==> src/design/mbrc_pkg.sv <==
package mbrc_pkg;

    localparam int MAX_FRAME_BYTES_DEF = 256;

    localparam logic [15:0] CRC_INIT = 16'hFFFF;
    localparam logic [15:0] CRC_POLY = 16'hA001;

    // Address, function, count and two CRC bytes.
    localparam int MIN_FRAME_LEN = 5;
    // Address, function and count precede the data.
    localparam int HEADER_LEN = 3;

    localparam logic [7:0] ADDRESS_RESET  = 8'd1;
    localparam logic [7:0] FUNCTION_RESET = 8'd4;

    localparam logic REG_ADDRESS  = 1'b0;
    localparam logic REG_FUNCTION = 1'b1;

    localparam logic KIND_WORD   = 1'b0;
    localparam logic KIND_STATUS = 1'b1;

    typedef enum logic [2:0] {
        ST_OK     = 3'd0,
        ST_SHORT  = 3'd1,
        ST_LENGTH = 3'd2,
        ST_HEADER = 3'd3,
        ST_CRC    = 3'd4
    } status_t;

endpackage

==> src/design/mbrc_crc16_byte.sv <==
module mbrc_crc16_byte (
    input  logic [15:0] crc_in,
    input  logic [7:0]  data,
    output logic [15:0] crc_out
);

    // Reflected CRC-16, one bit per step over the eight bits of the byte.
    always_comb
    begin
        logic [15:0] c;
        c = crc_in ^ {8'h00, data};
        for (int i = 0; i < 8; i++)
        begin
            if (c[0])
            begin
                c = (c >> 1) ^ mbrc_pkg::CRC_POLY;
            end
            else
            begin
                c = c >> 1;
            end
        end
        crc_out = c;
    end

endmodule

==> config.mk <==
export PLATFORM = sky130hd
export DESIGN_NAME = mbrc_crc16_byte
export DESIGN_NICKNAME = d
export VERILOG_FILES = /design/src/design/mbrc_pkg.sv /design/src/design/mbrc_crc16_byte.sv
export SDC_FILE = /design/constraint.sdc
export NUM_CORES = 1
export LEC_CHECK = 0
export BUFFER_PORTS_ARGS = -buffer_cell sky130_fd_sc_hd__buf_2
export CORE_AREA = 4 4 41 43
export DETAILED_ROUTE_END_ITERATION = 10
export DIE_AREA = 0 0 45 47
export PLACE_DENSITY_LB_ADDON = 0.15
export SYNTH_ARGS = -nofsm -noshare
export SYNTH_HDL_FRONTEND = slang
export SYNTH_SLANG_ARGS = --single-unit
==> constraint.sdc <==
create_clock -name vclk -period 1.45
set_clock_uncertainty 0.1 [all_clocks]
set_input_delay 0.145 -clock vclk [all_inputs]
set_output_delay 0.145 -clock vclk [all_outputs]
set_load 0.03 [all_outputs]
### After elaboration in Yosys (flattened, before gate mapping)

Index checks and enable logic that the tools add are counted.

* logic and storage cells: 17
* output and inout bits: 16
* input port bits: 24
* register bits: 0

* bitwise logic cells: 9
* mux-type cells: 8

Operator list (count)
* $mux W16: 8
* $not A2 Y3: 8
* $xor A16 B8 Y16: 1

### Depth between registers and ports, before layout

* depth after elaboration: 17
* gate-level depth with buffers: 4
* mapped depth without buffers: 4

### Worst setup path after synthesis

No wires, ideal clock.

* kind: input-to-output
* start point: input port data[2]
* end point: output port crc_out[15]
* required time: 1.205 ns
* slack: -0.619 ns
* arrival time: 1.824 ns
* path buffers: 0
* stages on the path: 4
* cell sequence: xnor2_1 > xor2_1 > xnor2_1 > xnor2_1

* word-level cells in the longest chain between the ends: 10

Ends and longest elaborated chain
* from (decl): RTL line mbrc_crc16_byte.sv:3 `input logic [7:0] data,`
* $xor A16 B8 Y16 *: RTL line mbrc_crc16_byte.sv:11 `c = crc_in ^ {8'h00, data};`
* $mux W16 *: RTL line mbrc_crc16_byte.sv:14 `if (c[0])`
* $not A2 Y3 (no source line)
* $mux W16 * (7 in series): RTL line mbrc_crc16_byte.sv:14
* to (decl): RTL line mbrc_crc16_byte.sv:4 `output logic [15:0] crc_out`

Every way passes the cells marked *; elsewhere a longest branch is shown, timed or not.

### Final worst setup path

* start point: input port data[1]
* end point: output port crc_out[0]

* word-level cells in the longest chain between the ends: 10

Ends and longest elaborated chain (RTL line)
* $xor A16 B8 Y16 *: mbrc_crc16_byte.sv:11
* $not A2 Y3 (no source line)
* $mux W16 * (8 in series): mbrc_crc16_byte.sv:14

Marked as above.

==> metrics <==
Layout Cells excl Fill=85; Avg Cell Area, Syn=roughly 9.8 um^2; setup tns final=-0.216 ns; Hold WC Path Type=input pin to output pin; core area=1300 um^2; time the worst path needs with I/O delays and setup=1.60 ns; share of layout cells above drive strength 1=0.914; Clk pwr share=0; Switching Fraction=0.480; Final ANT Viol Nets=0; failing checks=negative setup slack; Final WS setup=-0.150 ns; synthesized area=between 200 and 300 um^2; Internal Pwr Total=512 uW; Multi-input gate area=465 um^2; DRC Markers=0; ant diodes=0; Worst slew margin=0.843; grt met2 use=0.198; Max Fclk=0.625 GHz; dpl cells=79; Hold Vio Cnt, Final=0; global-route wire length before repair=approximately 1400 um; FF+latch area=0 um^2; synth unique cells=5; Max Cap Viol=0; Seq pwr share=0; crit end category=output pin; layer with the highest usage=met2; sequential cell count=0; initial core utilization=0.218; Total Routed Length=between 900 and 1000 um; Nets=96; Tot GR Track Use=0.0880; Fillers=107; RSZ-0062 raised after global routing=true; M3 GR Usage=0.00766; dpl hpwl=737 um; CP max FO=3; Synth Warn #=0; Worst EP arrival=about 1.4 ns; Yosys top cell area share=0.432; CLK BUF=0; Max Slew Vio Count=0; die height=47 um; die area=2120 um^2; post-synthesis sequential area ratio=0; hold_buf cts=0; most used standard cell by instance count after synthesis=xnor2_1; Die Wd=45 um; Synth area leader=xnor2_1; Area after DPL=~640 um^2; GRT overflow=0; net switching power figure=between 400 and 500 uW; DRT iter0 DRCs=0; largest net degree at the start of global routing=4; Worst-Margin Slew=0.235 ns; Buffers on Ports=30; # setup viols final=3; antenna violations before repair=0; Worst setup SP type=input pin; power consumption=985 uW; row cnt=13; Synth area leaders=xnor2_1 43%, xor2_1 19%, xnor2_2 17%; kind of critical path=input pin to output pin; Vias/cell=3.92; Ports=40; Syn Inst Count=29; vias in the first global route=352; Pre-antenna DRT Iters=1; drt wl/cell=around 11 um; Final Instance Area=831 um^2; pwr dens=1190 nW/um^2; via count=333; synth cell count leaders=14 x xnor2_1, 6 x xor2_1, 5 x buf_4, 3 x xnor2_2, 1 x xnor3_1; status=complete, but fails checks; routing usage on met1=0.0826; Pleak=0.395 nW; power share of the combinational group=1.000; period utilization=1.10; syn nets=53; synthesis-to-layout area growth=193%; Worst VDD drop=0.595 mV; GP Congestion=between 0.6 and 0.7; WP data required=between 1 and 1.5 ns
==> logic make-up (layout without fill, tap and decap cells) <==
logic type	count (synthesis)	after routing	synth area share
buffers and inverters	5	46	0.132
xor gates and xnor gates	24	24	0.868
==> metal layers <==
layer  up-vias  wire length (um)
li1        163                 -
met1       146               192
met2        18               630
met3         6                94
met4         0                16
met5         -                 0
==> final cells by class <==
type,count,share of cell area
multi-input cells,24,0.560
repair buffers,46,0.417
well taps,15,0.0226
==> worst max-delay path, stage by stage <==
cell and delay, ns:
buf_8 0.10, xnor2_4 0.22, xor2_4 0.22, xnor2_2 0.15, xnor3_2 0.36, buf_6 0.15
==> per-stage QoR <==
| stage | util | setup slack [ns] | hold WS [ns] |
|---|---|---|---|
| 2_1_floorplan | - | -0.156 | 0.322 |
| 3_3_place_gp | 0.493 | -0.213 | 0.190 |
| 3_5_place_dp | 0.493 | -0.238 | 0.190 |
| 4_1_cts | 0.588 | -0.182 | 0.190 |
| 5_1_grt | 0.638 | -0.199 | 0.190 |
| 6_report | 0.638 | -0.150 | 0.190 |
==> cells in the final DEF, fill, tap and decap left out <==
master / instances
buf_2: 19
buf_8: 3
xor2_2: 1
xnor2_4: 8
xor2_4: 2
xnor3_2: 1
xor2_1: 3
buf_6: 7
xnor2_2: 6
xnor2_1: 3
buf_4: 17
==> worst paths after layout <==
kind                   start          to  depth (start not counted)
setup / recovery     data[1]  crc_out[0]                          6
hold / removal    crc_in[12]  crc_out[4]                          0
==> power by group through the flow <==
stage                     Clock (mW)  Combinational (mW)  Sequential [mW]
after floorplan                    0               0.592                0
after global placement             0               0.809                0
after detailed placement           0               0.814                0
after CTS                          0               0.958                0
after global routing               0                1.03                0
final                              0               0.985                0
==> timing repair <==
item,in CTS,in global routing
cloned,0,0
gates resized for setup,23,9
setup endpoints to repair,3,3
pin swaps,11,9
buffers inserted,4,2
No activity file was read; power rests on OpenSTA's default activity.
